===== config.mk =====
export PLATFORM = sky130hd
export DESIGN_NAME = pngunf_track
export DESIGN_NICKNAME = d
export VERILOG_FILES = /design/src/pngunf_pkg.sv /design/src/pngunf_track.sv
export SDC_FILE = /design/constraint.sdc
export NUM_CORES = 1
export LEC_CHECK = 0
export BUFFER_PORTS_ARGS = -buffer_cell sky130_fd_sc_hd__buf_4
export CORE_ASPECT_RATIO = 2
export CORE_MARGIN = 5
export CORE_UTILIZATION = 50
export CTS_CLUSTER_SIZE = 16
export DETAILED_ROUTE_END_ITERATION = 12
export PLACE_DENSITY_LB_ADDON = 0.15
export REMOVE_ABC_BUFFERS = 1
export SLEW_MARGIN = 20
export SYNTH_ARGS = -nofsm -noshare
export SYNTH_HDL_FRONTEND = slang
export SYNTH_SLANG_ARGS = --single-unit

===== constraint.sdc =====
create_clock -name clock -period 2.6 [get_ports clock]
set_input_delay 0.13 -clock clock [delete_from_list [all_inputs] [get_ports clock]]
set_output_delay 0.13 -clock clock [all_outputs]
set_load 0.02 [all_outputs]

===== src/pngunf_pkg.sv =====
// shared types, codes and the paeth predictor for the png row unfilter
`default_nettype none
package pngunf_pkg;

   localparam int unsigned DEF_MAX_WIDTH  = 1024;
   localparam int unsigned BPP_MAX        = 4;
   localparam int unsigned CFG_WIDTH_W    = 11;
   localparam int unsigned CFG_HEIGHT_W   = 16;
   localparam int unsigned CSR_DATA_W     = 16;
   localparam int unsigned CSR_INDEX_W    = 2;

   localparam logic [CSR_INDEX_W-1:0] CSR_COLOR_MODE   = 2'd0;
   localparam logic [CSR_INDEX_W-1:0] CSR_IMAGE_WIDTH  = 2'd1;
   localparam logic [CSR_INDEX_W-1:0] CSR_IMAGE_HEIGHT = 2'd2;

   localparam logic [1:0] MODE_GRAY = 2'd0;
   localparam logic [1:0] MODE_RGB  = 2'd1;
   localparam logic [1:0] MODE_RGBA = 2'd2;

   localparam logic [7:0] FLT_NONE  = 8'd0;
   localparam logic [7:0] FLT_SUB   = 8'd1;
   localparam logic [7:0] FLT_UP    = 8'd2;
   localparam logic [7:0] FLT_AVG   = 8'd3;
   localparam logic [7:0] FLT_PAETH = 8'd4;

   // per-beat control handed from the position tracker to the rebuild stage
   typedef struct packed {
      logic [7:0] data;
      logic       is_filter;
      logic       first_row;
      logic [1:0] chan;
      logic       complete;
      logic       row_end;
      logic       image_end;
      logic       gray;
   } beat_ctrl_type;

   function automatic logic [7:0] paeth_pick(input logic [7:0] a, input logic [7:0] b,
                                             input logic [7:0] c);
      logic signed [10:0] sa;
      logic signed [10:0] sb;
      logic signed [10:0] sc;
      logic signed [10:0] pa;
      logic signed [10:0] pb;
      logic signed [10:0] pc;
      logic [7:0]         pick;
      sa = $signed({3'b000, a});
      sb = $signed({3'b000, b});
      sc = $signed({3'b000, c});
      pa = sb - sc;
      pb = sa - sc;
      pc = sa + sb - sc - sc;
      if (pa < 0) pa = -pa;
      if (pb < 0) pb = -pb;
      if (pc < 0) pc = -pc;
      if (pa <= pb && pa <= pc) begin
         pick = a;
      end else if (pb <= pc) begin
         pick = b;
      end else begin
         pick = c;
      end
      return pick;
   endfunction

endpackage
`default_nettype wire


===== src/pngunf_track.sv =====
// position tracker: filter byte, column, channel, row and end-of-row/image marks
`default_nettype none
module pngunf_track
   import pngunf_pkg::*;
#(
   parameter int unsigned MAX_WIDTH = DEF_MAX_WIDTH,
   localparam int unsigned STORE_DEPTH = MAX_WIDTH * BPP_MAX,
   localparam int unsigned ADDR_W = $clog2(STORE_DEPTH),
   localparam int unsigned STRIDE_W = $clog2(STORE_DEPTH + 1),
   localparam int unsigned COL_W = $clog2(STORE_DEPTH) + 2
) (
   input  wire logic                    clock,
   input  wire logic                    reset,
   input  wire logic                    accept,
   input  wire logic [7:0]              stream_byte,
   input  wire logic                    image_start,
   input  wire logic [1:0]              bpp_last,
   input  wire logic                    gray,
   input  wire logic [STRIDE_W-1:0]     stride,
   input  wire logic [CFG_HEIGHT_W-1:0] height_last,
   output beat_ctrl_type                ctrl,
   output logic [ADDR_W-1:0]            slot
);

   logic [COL_W-1:0]        col_ff, col_in, col_cur, x;
   logic [CFG_HEIGHT_W-1:0] row_ff, row_in, row_cur;
   logic                    first_ff, first_in, first_cur;
   logic [1:0]              chan_ff, chan_in;
   logic                    is_filter, complete, rend, last_row;

   always_comb begin
      col_cur   = image_start ? '0 : col_ff;
      row_cur   = image_start ? '0 : row_ff;
      first_cur = image_start | first_ff;
      x         = col_cur - COL_W'(1);
      // store index wraps when a mid-row config change runs past the end
      if (x >= COL_W'(STORE_DEPTH)) begin
         slot = ADDR_W'(x - COL_W'(STORE_DEPTH));
      end else begin
         slot = ADDR_W'(x);
      end
      is_filter = (col_cur == '0);
      complete  = !is_filter && (chan_ff >= bpp_last);
      rend      = complete && (col_cur >= COL_W'(stride));
      last_row  = (row_cur >= height_last);

      ctrl.data      = stream_byte;
      ctrl.is_filter = is_filter;
      ctrl.first_row = first_cur;
      ctrl.chan      = chan_ff;
      ctrl.complete  = complete;
      ctrl.row_end   = rend;
      ctrl.image_end = rend && last_row;
      ctrl.gray      = gray;

      col_in   = col_ff;
      row_in   = row_ff;
      first_in = first_ff;
      chan_in  = chan_ff;
      if (accept) begin
         row_in   = row_cur;
         first_in = first_cur;
         if (is_filter) begin
            col_in  = COL_W'(1);
            chan_in = 2'd0;
         end else begin
            chan_in = complete ? 2'd0 : chan_ff + 2'd1;
            col_in  = rend ? '0 : col_cur + COL_W'(1);
            if (rend) begin
               row_in   = last_row ? '0 : row_cur + CFG_HEIGHT_W'(1);
               first_in = last_row;
            end
         end
      end
   end

   always_ff @(posedge clock) begin
      if (reset) begin
         col_ff   <= '0;
         row_ff   <= '0;
         first_ff <= 1'b1;
         chan_ff  <= 2'd0;
      end else begin
         col_ff   <= col_in;
         row_ff   <= row_in;
         first_ff <= first_in;
         chan_ff  <= chan_in;
      end
   end

endmodule
`default_nettype wire


* Word level (Yosys, flattened, before mapping)
Index checks and enable logic that the tools add are counted. Widths: inputs -> output; s select.
Storage, ports and cells: bits in writable memories 0, output and inout bits 28, memories 0, register bits 33, word-level logic and storage cells 31, bits in read-only memories 0, bits in latches 0
Operators by class: divide/modulo/power cells 0, add/sub/neg operators 5, equal/unequal tests 0, multipliers 0, muxes and demuxes 12, reductions and logical operators 5, $lt $le $gt $ge 4, shifts and indexed selects 0, bitwise gates (word level) 1
Operator list (number):
- $mux 16 | 4
- $mux 14 | 3
- $add 16x1->16 const B | 1
- $ge 16x16->1 | 1
- $add 14x1->14 const B | 1
- $ge 14x13->1 | 1
- $ge 14x13->1 const B | 1
- $logic_not 14->1 | 1
- $sub 14x1->14 const B | 1
- $mux 12 | 1
- $sub 12x1->12 const B | 1
- $mux 2 | 2
- $logic_and 1x1->1 | 3
- $add 2x1->2 const B | 1
- $ge 2x2->1 | 1
- $mux 1 | 2
- $logic_not 1->1 | 1
- $or 1x1->1 | 1

* Longest topological paths before layout
word-level depth 7, depth in mapped cells 15

* Worst setup path after synthesis
No wires, ideal clock.
kind input port to flip-flop, start point input image_start, end point register row_ff[13], stages 13, setup time 117 ps, arrival time 2812 ps, required time 2483 ps, path buffers 4, slack -329 ps, cell sequence buf_4 -> clkbuf_1 -> clkbuf_1 -> nor2b_1 -> ha_1 -> and3_1 -> nand3_1 -> nor4b_2 -> o311ai_4 -> a211oi_2 -> buf_2 -> o32ai_1 -> a22o_1
Between the ends: longest elaborated chain between the ends 7
Ends and longest elaborated chain:
- from (decl) | line pngunf_track.sv:16 | input wire logic image_start,
- parallel branches: the longest is 6 deep, another holds $add 16x1->16
- $mux 16 * | line pngunf_track.sv:63 | if (is_filter) begin
- to (signal assigned) | line pngunf_track.sv:85 | row_ff <= row_in;
- to (decl) | line pngunf_track.sv:26 | logic [CFG_HEIGHT_W-1:0] row_ff, row_in, row_cur;
Every way passes the cells marked *. A chain may end at the register's enable or synchronous reset.

==> metrics.yaml <==
place_area_mm2: 0.00411
yosysUniqueCellTypes: 62
cp_slowest_cell: "sky130_fd_sc_hd__nor4b_4"
finalCritPeriodShare_pct: 96.8
total_leakage_power_nw: 2.22
clock_insertion_delay_worst_skew_ns: 0.28
tritoncts.num_buffers: 5
final_nets: 626
synth-seq-area-share_pct: 20.5
cp_common_cell: "sky130_fd_sc_hd__buf_6"
hold_path_class: "input pin to flip-flop"
grt_usage_pct: 25.9
io_pins: 72
drtPass1Iterations: 5
crit_path_start_kind: "flip-flop"
cts.htree.levels: 2
placement.setup.worst_slack_ns: -0.135
synth_cells: 438
floorplan.die.width_um: 66.8
initial_util_pct: 51.1
crit-reg2reg-capture: "row_ff[15]$_SDFFE_PP0P_"
net-switching-power_uw: 363
clkPwrFrac_pct: 46.2
end_kind: "primary output"
clkTransAtPathRegs_ns: 0.06
power_report.internal_total_mw: 1.02
via_count: 3614
synth_warnings: 0
drv_slew: 0
ys_seq_elements: 33
max_buffers_root_to_sink: 2
drt_iter0_drc: 222
timing_worst_slew_pin_value_ns: 0.827
report.final.setup_viol: 0
cp.required_ns: 2.47
grt_overflow: 0
grt_max_degree: 25
hold-path-cell-count: 2
number_of_rows_in_the_core_area: 41
first_global_vias: 3555
vdd_drop_max_mv: 0.286
routed_wire_length_per_instance_um: 16.3
worst-r2r-cell-count: 9
area_growth_syn_to_layout_pct: 38.6
crit_chain: "nor2b_1, ha_1, and3_4, nand3_4, nor4b_4, o311ai_4, a211oi_4, buf_6, buf_6"
routabilityCongestion: 0.963
r2r_setup_slk_ns: 0.09
min_from: "reset"
final_design_area_no_fill_mm2: 0.00447
core_region_area_mm2: 0.00631
final_layout_size_suffix_gt1_share_pct: 32.8
timing.slew.headroom_pct: 44.7
synth-edff-count: 0
clock_root_buffer_master: "sky130_fd_sc_hd__clkbuf_16"
syn_avg_cell_area_um2: 7.36
ys.flop_type: "sky130_fd_sc_hd__dfxtp_1"
worst-setup-path-type: "flip-flop to primary output"
power.combinational.fraction_pct: 17.0
fin_worst_setup_slack_ns: 0.0823
finalHoldViolations: 0
synth.cell_area_mm2: 0.00322
outcome: "completed"
worst_ep_arrival_time_ns: 2.39
clock_skew_ns: 0.00444
cp_slowest_stage_delay_ns: 0.34
drcViolationCount: 0
path_max_fanout: 4
antennaDiodeCount: 0
finalWorstPathRequiredPeriod_ns: 2.52
nFillCells: 514
detail-route-antenna-nets: 0
dieArea_mm2: 0.00825
grt_antenna_before_repair: 0
cellPowerDensity_mw_per_mm2: 309
dpl.hpwl_um: 8070
vias_per_cell: 5.69
cts_hold_buf: 0
final_wirelength_um: 10300
numPortBuffers: 53
fmax_mhz: 397
async_flop_share_pct: 0
timing.rr.start: "col_ff[9]$_SDFFE_PP0P_"
die_height_um: 124
tritoncts_num_sinks: 33
switching_share_pct: 26.3
power_mw: 1.38
tritoncts: "built"
finish.utilization_pct: 70.8
max_cap_viol_count: 0
sequentialPowerShare_pct: 36.8
timing.hold.worst_endpoint: "col_ff[12]$_SDFFE_PP0P_"
first_pass_grt_wire_length_um: 16400
-- worst max-delay path: cells and delay by family, from the launching register on --
family,cells,cell delay [ns]
AO/OA/AOI/OAI,2,0.49
adder cells (fa/ha/maj),1,0.29
buffers and inverters,2,0.27
flip-flops,1,0.30
AND/OR/NAND/NOR,4,0.75
-- stage by stage --
| step | cells | TNS, ns | hold slack [ns] |
|---|---|---|---|
| 6_report | 635 | 0 | 0.208 |
| 5_1_grt | 635 | -0.0161 | 0.223 |
| 4_1_cts | 632 | -0.0103 | 0.213 |
| 3_5_place_dp | 622 | -0.566 | 0.260 |
| 3_3_place_gp | 622 | -0.148 | 0.260 |
| 2_1_floorplan | 408 | -1.30 | 0.199 |
-- logic make-up (layout without fill, tap and decap cells) --
family,count (synthesis),after routing,share of synthesized area (%)
simple gates,190,190,31.0
compound gates,84,84,18.6
buf+inv,78,189,11.2
fa+ha+maj,34,34,13.2
flops,33,33,20.5
xor+xnor,12,12,3.26
mux,7,7,2.29
-- power groups by stage --
stage	Combinational, mW	Sequential (mW)	Clock, mW
floorplan	0.100	0.520	0
finish	0.235	0.508	0.637
CTS	0.225	0.508	0.642
detailed placement	0.221	0.519	0
global placement	0.218	0.519	0
global route	0.259	0.508	0.655
-- what timing repair did --
item / in CTS / in global routing
pin swaps: 2 / 13
gates cloned: 0 / 0
setup buffers: 2 / 3
endpoints found under the setup margin: 6 / 18
resized for setup: 3 / 35
-- routing by layer --
metal  up-vias  GRT usage (%)  wire, µm
li1       1746              -         -
met1      1667           26.5      3630
met2       158           47.9      5620
met3        43           3.73       518
met4         0           15.1       555
met5         -              0         0
-- sequential cells by signal (all words and copies together), names as in the netlist --
name,count
row_ff,16
first_ff,1
chan_ff,2
col_ff,14
-- cells in the mapped netlist (all sizes together), types with 2 or more instances --
cell type  count  area share, %
o21a           2           0.47
o22ai          2           0.39
xnor2          8            2.2
nand2b         6            1.2
and3           7            1.4
mux2           3            1.0
a221oi         3            1.0
and4           3           0.82
nor2b         19            3.7
o31ai          3           0.85
inv           48            5.7
buf           20            4.3
o31a           2           0.54
nor3          12            1.9
o211ai         4           0.93
nand3         23            3.7
o21ai         15            2.3
nand2         59            6.9
a22o           7            1.9
a21oi         19            3.0
mux2i          4            1.2
xor2           4            1.1
nor4           7            1.4
clkbuf        10            1.2
or4            5            1.2
dfxtp         33             20
nor4b          2           0.74
ha            34             13
a22oi          9            2.1
nand4          4           0.97
a211oi         2           0.62
nand4b         4            1.6
and2           3           0.58
a21o           6            1.4
or3            2           0.39
nor2          29            3.4
a31oi          2           0.39
-- final cells by class --
type | instances | area, µm² | share of cell area [%]
multi-input cells | 327 | 2340 | 52.4
flip-flops and latches | 33 | 668 | 15.0
inverters | 48 | 183 | 4.09
clock buffers | 7 | 153 | 3.42
well taps | 86 | 108 | 2.41
clock inverters | 1 | 5.00 | 0.112
repair buffers | 133 | 1010 | 22.6
-- cell usage in the layout (no fill, tap or decap), types with 6 or more instances in the layout --
cell,synthesis,final
sky130_fd_sc_hd__a21o_1,6,6
sky130_fd_sc_hd__o21ai_0,15,14
sky130_fd_sc_hd__a22o_1,7,7
sky130_fd_sc_hd__a21oi_1,19,18
sky130_fd_sc_hd__nor2_1,29,28
sky130_fd_sc_hd__nand2_1,59,57
sky130_fd_sc_hd__xnor2_1,8,8
sky130_fd_sc_hd__dfxtp_2,0,6
sky130_fd_sc_hd__nor3_1,12,12
sky130_fd_sc_hd__nand3_1,22,21
sky130_fd_sc_hd__inv_1,46,44
sky130_fd_sc_hd__buf_4,14,130
sky130_fd_sc_hd__a22oi_1,9,9
sky130_fd_sc_hd__and3_1,7,6
sky130_fd_sc_hd__ha_1,34,31
sky130_fd_sc_hd__nor2b_1,19,13
sky130_fd_sc_hd__nor4_1,7,7
sky130_fd_sc_hd__dfxtp_1,33,27
-- how the worst max path moves through the flow --
stage	start	to	cells after the start
floorplan	col_ff[0]$_SDFFE_PP0P_	row_ff[13]$_SDFFE_PP0P_	9
global placement	image_start	row_ff[15]$_SDFFE_PP0P_	12
detailed placement	image_start	row_ff[15]$_SDFFE_PP0P_	12
CTS	row_ff[0]$_SDFFE_PP0P_	row_ff[5]$_SDFFE_PP0P_	10
global route	row_ff[7]$_SDFFE_PP0P_	ctrl[1]	9
finish	row_ff[7]$_SDFFE_PP0P_	ctrl[1]	9
Note: power is estimated with default switching activity, not from simulation.
