$ cat src/pngunf_pkg.sv
// shared types, codes and the paeth predictor for the png row unfilter
`default_nettype none
package pngunf_pkg;

   localparam int unsigned DEF_MAX_WIDTH  = 1024;
   localparam int unsigned BPP_MAX        = 4;
   localparam int unsigned CFG_WIDTH_W    = 11;
   localparam int unsigned CFG_HEIGHT_W   = 16;
   localparam int unsigned CSR_DATA_W     = 16;
   localparam int unsigned CSR_INDEX_W    = 2;

   localparam logic [CSR_INDEX_W-1:0] CSR_COLOR_MODE   = 2'd0;
   localparam logic [CSR_INDEX_W-1:0] CSR_IMAGE_WIDTH  = 2'd1;
   localparam logic [CSR_INDEX_W-1:0] CSR_IMAGE_HEIGHT = 2'd2;

   localparam logic [1:0] MODE_GRAY = 2'd0;
   localparam logic [1:0] MODE_RGB  = 2'd1;
   localparam logic [1:0] MODE_RGBA = 2'd2;

   localparam logic [7:0] FLT_NONE  = 8'd0;
   localparam logic [7:0] FLT_SUB   = 8'd1;
   localparam logic [7:0] FLT_UP    = 8'd2;
   localparam logic [7:0] FLT_AVG   = 8'd3;
   localparam logic [7:0] FLT_PAETH = 8'd4;

   // per-beat control handed from the position tracker to the rebuild stage
   typedef struct packed {
      logic [7:0] data;
      logic       is_filter;
      logic       first_row;
      logic [1:0] chan;
      logic       complete;
      logic       row_end;
      logic       image_end;
      logic       gray;
   } beat_ctrl_type;

   function automatic logic [7:0] paeth_pick(input logic [7:0] a, input logic [7:0] b,
                                             input logic [7:0] c);
      logic signed [10:0] sa;
      logic signed [10:0] sb;
      logic signed [10:0] sc;
      logic signed [10:0] pa;
      logic signed [10:0] pb;
      logic signed [10:0] pc;
      logic [7:0]         pick;
      sa = $signed({3'b000, a});
      sb = $signed({3'b000, b});
      sc = $signed({3'b000, c});
      pa = sb - sc;
      pb = sa - sc;
      pc = sa + sb - sc - sc;
      if (pa < 0) pa = -pa;
      if (pb < 0) pb = -pb;
      if (pc < 0) pc = -pc;
      if (pa <= pb && pa <= pc) begin
         pick = a;
      end else if (pb <= pc) begin
         pick = b;
      end else begin
         pick = c;
      end
      return pick;
   endfunction

endpackage
`default_nettype wire

$ cat src/pngunf_recon.sv
// rebuild stage: filter arithmetic on the store read, neighbor regs, pixel pack, output reg
`default_nettype none
module pngunf_recon
   import pngunf_pkg::*;
#(
   parameter int unsigned MAX_WIDTH = DEF_MAX_WIDTH,
   localparam int unsigned STORE_DEPTH = MAX_WIDTH * BPP_MAX,
   localparam int unsigned ADDR_W = $clog2(STORE_DEPTH)
) (
   input  wire logic              clock,
   input  wire logic              reset,
   input  wire logic              accept,
   input  wire beat_ctrl_type     s0_ctrl,
   input  wire logic [ADDR_W-1:0] s0_slot,
   input  wire logic [7:0]        rd_data,
   output logic                   go,
   output logic                   wr_en,
   output logic [ADDR_W-1:0]      wr_addr,
   output logic [7:0]             wr_data,
   input  wire logic              rsp_stall,
   output logic                   rsp_valid,
   output logic [7:0]             rsp_red,
   output logic [7:0]             rsp_green,
   output logic [7:0]             rsp_blue,
   output logic                   rsp_row_end,
   output logic                   rsp_image_end
);

   logic                s1_valid_ff, s1_valid_in;
   beat_ctrl_type       s1_ctrl_ff;
   logic [ADDR_W-1:0]   s1_slot_ff;
   logic                fwd_ff, fwd_in;
   logic [7:0]          fwd_data_ff;

   logic [7:0]          row_filter_ff, row_filter_in;
   logic [7:0]          left_ff [BPP_MAX];
   logic [7:0]          left_in [BPP_MAX];
   logic [7:0]          upleft_ff [BPP_MAX];
   logic [7:0]          upleft_in [BPP_MAX];
   logic [23:0]         gather_ff, gather_in;

   logic                out_valid_ff, out_valid_in;
   logic [7:0]          red_ff, green_ff, blue_ff;
   logic                row_end_ff, image_end_ff;

   logic [7:0]          a, b, ul, recon;
   logic [8:0]          avg_sum;
   logic                emit, step;

   always_comb begin
      a       = left_ff[s1_ctrl_ff.chan];
      b       = s1_ctrl_ff.first_row ? 8'd0 : (fwd_ff ? fwd_data_ff : rd_data);
      ul      = s1_ctrl_ff.first_row ? 8'd0 : upleft_ff[s1_ctrl_ff.chan];
      avg_sum = {1'b0, a} + {1'b0, b};
      case (row_filter_ff)
         FLT_SUB:   recon = s1_ctrl_ff.data + a;
         FLT_UP:    recon = s1_ctrl_ff.data + b;
         FLT_AVG:   recon = s1_ctrl_ff.data + avg_sum[8:1];
         FLT_PAETH: recon = s1_ctrl_ff.data + paeth_pick(a, b, ul);
         default:   recon = s1_ctrl_ff.data;
      endcase

      emit = s1_valid_ff && s1_ctrl_ff.complete;
      go   = !emit || !out_valid_ff || !rsp_stall;
      step = s1_valid_ff && go;

      wr_en   = step && !s1_ctrl_ff.is_filter;
      wr_addr = s1_slot_ff;
      wr_data = recon;

      row_filter_in = row_filter_ff;
      left_in       = left_ff;
      upleft_in     = upleft_ff;
      gather_in     = gather_ff;
      if (step) begin
         if (s1_ctrl_ff.is_filter) begin
            row_filter_in = s1_ctrl_ff.data;
            for (int i = 0; i < BPP_MAX; i++) begin
               left_in[i]   = 8'd0;
               upleft_in[i] = 8'd0;
            end
            gather_in = 24'd0;
         end else begin
            left_in[s1_ctrl_ff.chan]   = recon;
            upleft_in[s1_ctrl_ff.chan] = b;
            // alpha never lands in the pixel word
            case (s1_ctrl_ff.chan)
               2'd0:    gather_in[23:16] = recon;
               2'd1:    gather_in[15:8]  = recon;
               2'd2:    gather_in[7:0]   = recon;
               default: gather_in        = gather_ff;
            endcase
         end
      end

      out_valid_in = (out_valid_ff && rsp_stall) || (step && emit);

      s1_valid_in = accept || (s1_valid_ff && !go);
      // same-entry read and write in one edge: take the write data
      fwd_in = fwd_ff;
      if (accept) begin
         fwd_in = wr_en && (wr_addr == s0_slot);
      end
   end

   always_ff @(posedge clock) begin
      if (reset) begin
         s1_valid_ff   <= 1'b0;
         fwd_ff        <= 1'b0;
         out_valid_ff  <= 1'b0;
         row_filter_ff <= FLT_NONE;
         gather_ff     <= 24'd0;
         for (int i = 0; i < BPP_MAX; i++) begin
            left_ff[i]   <= 8'd0;
            upleft_ff[i] <= 8'd0;
         end
      end else begin
         s1_valid_ff   <= s1_valid_in;
         fwd_ff        <= fwd_in;
         out_valid_ff  <= out_valid_in;
         row_filter_ff <= row_filter_in;
         gather_ff     <= gather_in;
         left_ff       <= left_in;
         upleft_ff     <= upleft_in;
      end
   end

   always_ff @(posedge clock) begin
      if (accept) begin
         s1_ctrl_ff  <= s0_ctrl;
         s1_slot_ff  <= s0_slot;
         fwd_data_ff <= wr_data;
      end
      if (step && emit) begin
         if (s1_ctrl_ff.gray) begin
            red_ff   <= recon;
            green_ff <= recon;
            blue_ff  <= recon;
         end else begin
            red_ff   <= gather_in[23:16];
            green_ff <= gather_in[15:8];
            blue_ff  <= gather_in[7:0];
         end
         row_end_ff   <= s1_ctrl_ff.row_end;
         image_end_ff <= s1_ctrl_ff.image_end;
      end
   end

   assign rsp_valid     = out_valid_ff;
   assign rsp_red       = red_ff;
   assign rsp_green     = green_ff;
   assign rsp_blue      = blue_ff;
   assign rsp_row_end   = row_end_ff;
   assign rsp_image_end = image_end_ff;

endmodule
`default_nettype wire

$ cat config.mk
export PLATFORM = sky130hd
export DESIGN_NAME = pngunf_recon
export DESIGN_NICKNAME = d
export VERILOG_FILES = /design/src/pngunf_pkg.sv /design/src/pngunf_recon.sv
export SDC_FILE = /design/constraint.sdc
export NUM_CORES = 1
export LEC_CHECK = 0
export BUFFER_PORTS_ARGS = -buffer_cell sky130_fd_sc_hd__buf_4
export CORE_MARGIN = 2
export CORE_UTILIZATION = 62
export CTS_BUF_LIST = sky130_fd_sc_hd__clkbuf_2
export DETAILED_ROUTE_END_ITERATION = 6
export GPL_TIMING_DRIVEN = 0
export PLACE_DENSITY_LB_ADDON = 0.12
export RECOVER_POWER = 100
export SLEW_MARGIN = 25
export SYNTH_ARGS = -nofsm -noshare
export SYNTH_HDL_FRONTEND = slang
export SYNTH_SLANG_ARGS = --single-unit
$ cat constraint.sdc
create_clock -name clock -period 10.2 [get_ports clock]
set_clock_uncertainty 0.05 [all_clocks]
set_input_delay 1.02 -clock clock [delete_from_list [all_inputs] [get_ports clock]]
set_output_delay 1.02 -clock clock [all_outputs]
set_load 0.02 [all_outputs]
Word-level counts from Yosys, hierarchy flattened

Index checks and enable logic that the tools add are counted.

Word-level logic and storage cells: 110
Register bits: 161
Output and inout bits: 49
Bits of input ports: 40

Reduce and logical (&&, ||, !) cells: 20
$lt $le $gt $ge: 8
Bitwise operators: 1
Eq/ne operators: 7
Muxes and demuxes: 33
Add/subtract/negate cells: 13

Operator list:

| operator                                                    | count |
|---|---|
| two-way mux 8 bit                                           | 17 |
| two-way mux 11 bit                                          | 6 |
| bitwise mux 32 bit                                          | 2 |
| two-way mux 32 bit                                          | 2 |
| two-way mux 24 bit                                          | 2 |
| <= comparator 11 bit                                        | 3 |
| adder 8 bit                                                 | 4 |
| binary-select mux 8 bit (select 2 bit)                      | 2 |
| case mux 8 bit (4 select lines)                             | 1 |
| negator 9 -> 11 bit                                         | 2 |
| adder 8 x 8 -> 9 bit                                        | 2 |
| less-than comparator 9 x 1 -> 1 bit, second input constant  | 2 |
| subtractor 8 x 8 -> 9 bit                                   | 2 |
| demux 8 bit (select 2 bit)                                  | 1 |
| == test 8 x 2 -> 1 bit, second input constant               | 2 |
| == test 12 bit                                              | 1 |
| less-than comparator 11 x 1 -> 1 bit, second input constant | 1 |
| negator 11 bit                                              | 1 |
| subtractor 10 x 9 -> 11 bit                                 | 1 |
| subtractor 9 x 8 -> 10 bit                                  | 1 |
| logical AND 1 bit                                           | 9 |
| == test 8 x 1 -> 1 bit, second input constant               | 1 |
| == test 8 x 3 -> 1 bit, second input constant               | 1 |
| zero test 1 bit                                             | 5 |
| 8 further kinds                                             | 11 |

Logic depth before layout (Yosys ltp)

Depth in word-level cells: 20
Mapped depth: 45
Gate-level depth less buffers: 43

Worst setup path before layout

No wires, ideal clock.

Path kind: register to output
Start point: register s1_ctrl_ff[4] (netlist bit)
End point: output wr_data[7]
Arrival time: 8.419 ns
Cell stages (with the launch flop): 41
Path buffers: 6
Required time: 9.130 ns
Path slack: 0.711 ns
Path through: edfxtp_1 clkbuf_2 buf_1 buf_1 mux4_2 inv_1 fa_1 inv_1 ha_1 a21oi_1 nor2b_1 o31a_1 or2_2 a21oi_1 xnor2_1 ha_1 nand2_1 o21ai_2 (+5 left out) nor2_1 o31ai_1 a21oi_1 nor2_1 clkbuf_1 mux2i_1 o21ai_0 ha_1 a21o_1 a21oi_1 o21bai_1 a21oi_1 o211ai_1 and3b_1 buf_2 or2_1 buf_6 xor2_1

Cells in the longest elaborated chain, start to end: 16
Elaborated cells on any way between the ends: 37
Classes of those cells: add/sub: 12; order compare: 6; mux: 17; bitwise: 1; reduce/logical: 1

RTL lines:

| element                                                                       | line                                                     | text |
|---|---|---|
| start: declaration                                                            | pngunf_recon.sv:30                                       | `beat_ctrl_type s1_ctrl_ff;` |
| start signal: assignment                                                      | pngunf_recon.sv:130                                      | `s1_ctrl_ff <= s0_ctrl;` |
| inverter 2 -> 3 bit (implied by the code) *                                   | pngunf_recon.sv:51, pngunf_recon.sv:53                   |  |
| binary-select mux 8 bit (select 2 bit), on equally long branches              | pngunf_recon.sv:51, pngunf_recon.sv:53                   |  |
| two-way mux 8 bit, on equally long branches (2 in a row)                      | pngunf_recon.sv:51, pngunf_recon.sv:53                   |  |
| adder 8 x 8 -> 9 bit / two-way mux 8 bit (equally long branches)              | pngunf_pkg.sv:52, pngunf_recon.sv:54, pngunf_recon.sv:53 |  |
| subtractor 9 x 8 -> 10 bit                                                    | pngunf_pkg.sv:52                                         | `pc = sa + sb - sc - sc;` |
| subtractor 10 x 9 -> 11 bit                                                   | pngunf_pkg.sv:52                                         |  |
| negator 11 bit / less-than comparator 11 x 1 -> 1 bit (equally long branches) | pngunf_pkg.sv:55                                         | `if (pc < 0) pc = -pc;` |
| two-way mux 11 bit                                                            | pngunf_pkg.sv:55                                         |  |
| two-way mux 11 bit                                                            | pngunf_recon.sv:55                                       | `case (row_filter_ff)` |
| <= comparator 11 bit, on equally long branches                                | pngunf_pkg.sv:58, pngunf_pkg.sv:56                       |  |
| two-way mux 8 bit / logical AND 1 bit (equally long branches)                 | pngunf_pkg.sv:58, pngunf_pkg.sv:56                       |  |
| two-way mux 8 bit                                                             | pngunf_pkg.sv:56                                         | `if (pa <= pb && pa <= pc) begin` |
| two-way mux 8 bit                                                             | pngunf_recon.sv:55                                       |  |
| adder 8 bit                                                                   | pngunf_recon.sv:59                                       | `FLT_PAETH: recon = s1_ctrl_ff.data + paeth_pick(a, b, ul);` |
| case mux 8 bit (4 select lines) *                                             | pngunf_recon.sv:55                                       |  |
| end: declaration                                                              | pngunf_recon.sv:19                                       | `output logic [7:0] wr_data,` |

Every way passes the cells marked *; elsewhere a longest branch is shown, timed or not. The select of a mux whose other input is x is not followed.

Final worst setup path

Same ends and word-level chain as after synthesis.

==> flow_metrics.py <==
metrics = {
    "synth": {
        "yosysTopAreaCellShare_pct": 19.4,
        "yosys.area_share.simple_pct": 16.1,
        "synth-adder-area-share_pct": 11.9,
        "yosysUniqueCellTypes": 78,
        "synth_xor_area_share_pct": 6.33,
        "synth-seq-area-share_pct": 37.6,
        "synth_top_family_by_area": "compound AO/OA/AOI/OAI gates",
        "avgSynthCellArea_um2": 9.30,
        "syn_area_mm2": 0.0102,
        "synth-warning-count": 0,
        "yosys_most_used_dff": "dfxtp_1",
        "synth-edff-count": 62,
        "synth_compound_area_share_pct": 18.7,
        "synthMuxAreaShare_pct": 5.38,
        "postSynthCellCount": 1100,
        "yosysTopAreaCell": "dfxtp_1",
        "ys_seq_elements": 161,
        "synthArstFlopShare_pct": 0,
        "yosys-top-cells-area": "dfxtp_1 19%, edfxtp_1 18%, ha_1 9.9%",
    },
    "worst_setup_path": {
        "r2r_cells": 40,
        "crit_path_end_kind": "primary output",
        "cp_data_arrival_time_ns": 9.16,
        "cpMostUsedCell": "a21oi_2",
        "start_kind": "flip-flop",
        "cp_max_fo": 10,
        "cp_slowest_stage_delay_ns": 0.57,
        "required_ns": 9.13,
        "crit_type": "flip-flop to primary output",
        "critPathSlowestCell": "mux4_2",
    },
    "global_route": {
        "grt_pass1_vias": 8763,
        "antenna_found_initial": 0,
        "grt_max_degree": 39,
        "grtUsageTotal_pct": 32.4,
        "grt_pass1_wl_um": 44900,
        "overflow": 0,
    },
    "floorplanning": {
        "num_rows": 46,
        "dieArea_mm2": 0.0175,
        "core-area_mm2": 0.0160,
        "fp.dieH_um": 132,
        "initial_core_util_pct": 63.9,
        "die_width_um": 132,
        "io_pins": 89,
    },
    "min_path": {
        "hold_path_depth": 1,
        "holdCritPathClass": "primary input to flip-flop",
    },
    "route": {
        "via_count": 9619,
        "first_pass_iters": 7,
        "drtIter0Drc": 1209,
        "drc": 0,
        "drt-vias-per-instance": 6.43,
        "wl_per_cell_um": 20.6,
        "routed_wl_um": 30800,
        "ant_nets": 0,
    },
    "sta": {
        "period_minus_slack_ns": 10.23,
        "max_slew.worst_pin.slew_ns": 2.19,
        "finalSetupViolations": 1,
        "setup_ws_ns": -0.0300,
        "rsz0062_at_grt": "yes",
        "finalMaxSlewViolations": 39,
        "hold_slack_ns": 0.347,
        "fin_crit_sh_pct": 100,
        "fmax_mhz": 97.8,
        "max-slew-margin-rel_pct": -45.9,
        "hold_viol": 0,
    },
    "finish": {
        "layout_commonest_cell": "nand2_1",
        "final_nets": 1398,
        "final_cell_mix": "110 x nand2_1, 99 x dfxtp_1, 94 x nor2_1, 90 x clkbuf_1, 83 x a21oi_1",
        "drive_gt1_share_pct": 20.6,
        "syn_to_final_growth_pct": 20.9,
        "antenna_cells": 0,
    },
    "placed_design": {
        "routabilityCongestion": 0.953,
        "dp_slack_ns": -1.55,
        "port_buffers": 88,
        "dp_hpwl_um": 20800,
    },
    "clock_tree": {
        "clock_sinks": 161,
        "h-tree-depth": 4,
        "cts_root_buf": "clkbuf_2",
        "clk_pin_slew_ns": 0.28,
        "cts-buffers-inserted": 17,
        "clk_latency_ns": 0.81,
        "cts.path.max_buffers": 2,
        "cts_hold_buf": 0,
        "cts_tree": "done",
    },
    "status": {
        "failed_checks": "capacitance limit, slew limit, setup timing",
        "outcome": "finished with violations",
    },
    "run": {
        "drv_cap": 1,
    },
    "power": {
        "power_uw": 2130,
        "power_density_mw_per_mm2": 172,
        "ir_drop_mv": 0.113,
        "p_leak_uw": 0.00467,
    },
}
==> report_power, final <==
| group | switching [µW] | total, µW | internal, µW |
|---|---|---|---|
| sequential | 13.3 | 711 | 697 |
| combinational | 599 | 1050 | 455 |
| clock | 264 | 366 | 102 |
==> flip-flops by register name, indices dropped and copies added, names as in the netlist, 8 cells and up <==
name	cells
fwd_data_ff	8
upleft_ff	32
wr_addr	12
s1_ctrl_ff	16
row_filter_ff	8
rsp_red	8
gather_ff	24
left_ff	32
rsp_blue	8
rsp_green	8
==> layout make-up <==
cell class	count	area [µm²]
Multi-Input combinational cell	843	6620
Sequential cell	161	3840
Fill cell	1110	3630
Timing Repair Buffer	143	910
Tap cell	216	270
Buffer	45	264
Inverter	56	213
Clock inverter	15	164
Clock buffer	17	85.1
==> routing by layer <==
layer  wire (µm)  global-route usage (%)  part of all wire, %  vias to the layer above
met5          36                       0                 0.12                        -
met4        1220                    8.96                  4.0                        2
met3        3670                    9.58                   12                      142
met2       14000                    50.9                   45                      619
met1       11900                    43.9                   39                     4522
li1            -                       -                    -                     4334
==> cells by family after synthesis <==
| group | count (synthesis) |
|---|---|
| XOR/XNOR | 73 |
| other | 2 |
| buffers and inverters | 104 |
| AND/OR/NAND/NOR | 341 |
| multiplexers | 36 |
| flip-flops | 161 |
| AO/OA/AOI/OAI | 292 |
| adder cells (fa/ha/maj) | 91 |
==> through the flow <==
stage	cell area [µm²]	cells	util [%]	TNS, ns
floorplan	10300	1108	-	0
global placement	11200	1412	69.9	-15.46
detailed placement	11200	1413	70.2	-18.84
CTS	11900	1460	74.6	0
global route	12400	1496	77.3	-0.956
finish	12400	1496	77.3	-0.0300
==> synthesized netlist by cell type, drive strengths merged, types with 4 or more instances <==
master and instances:
o22ai 21, a21o 14, fa 10, xnor2 44
mux2i 19, nand3b 12, o31a 4, buf 7
nand2 113, xor2 29, mux4 15, nand4 4
o211ai 6, o21a 9, a22oi 39, edfxtp 62
dfxtp 99, a211oi 8, a21oi 98, or2 7
and3 4, inv 55, ha 81, o21bai 6
nor2b 13, and4 5, nand3 18, a221oi 5
o21ai 48, nor4 7, and2 9, nand2b 8
nor3 19, o31ai 4, clkbuf 41, nor2 105
o311ai 9, or3 5
==> path summary, 6_finish.rpt <==
check | from | end | slack [ns]
worst max-delay path | s1_ctrl_ff[4]$_DFFE_PP_ | wr_data[7] | -0.03
worst min-delay path | s0_ctrl[3] | s1_ctrl_ff[3]$_DFFE_PP_ | 0.35
worst max register to register | s1_ctrl_ff[4]$_DFFE_PP_ | rsp_red[7]$_DFFE_PP_ | 1.58
worst min register to register | s1_ctrl_ff[2]$_DFFE_PP_ | rsp_row_end$_DFFE_PP_ | 0.41
==> critical path, delay by kind of cell, from the launching register on <==
kind,cells,cell delay (ns)
AOI/OAI and AO/OA,13,2.44
xor gates and xnor gates,3,0.68
adders and majority gates,5,1.47
buffers and inverters,7,0.86
DFF,1,0.42
muxes,1,0.57
and+or+nand+nor,11,1.93
==> timing repair <==
item | CTS | global route
resized for setup | 81 | 89
pin swaps | 20 | 63
cloned | 0 | 1
endpoints found under the setup margin | 49 | 6
hold endpoints to repair | 0 | 0
buffers inserted | 16 | 37
Note: power is estimated with default switching activity, not from simulation.
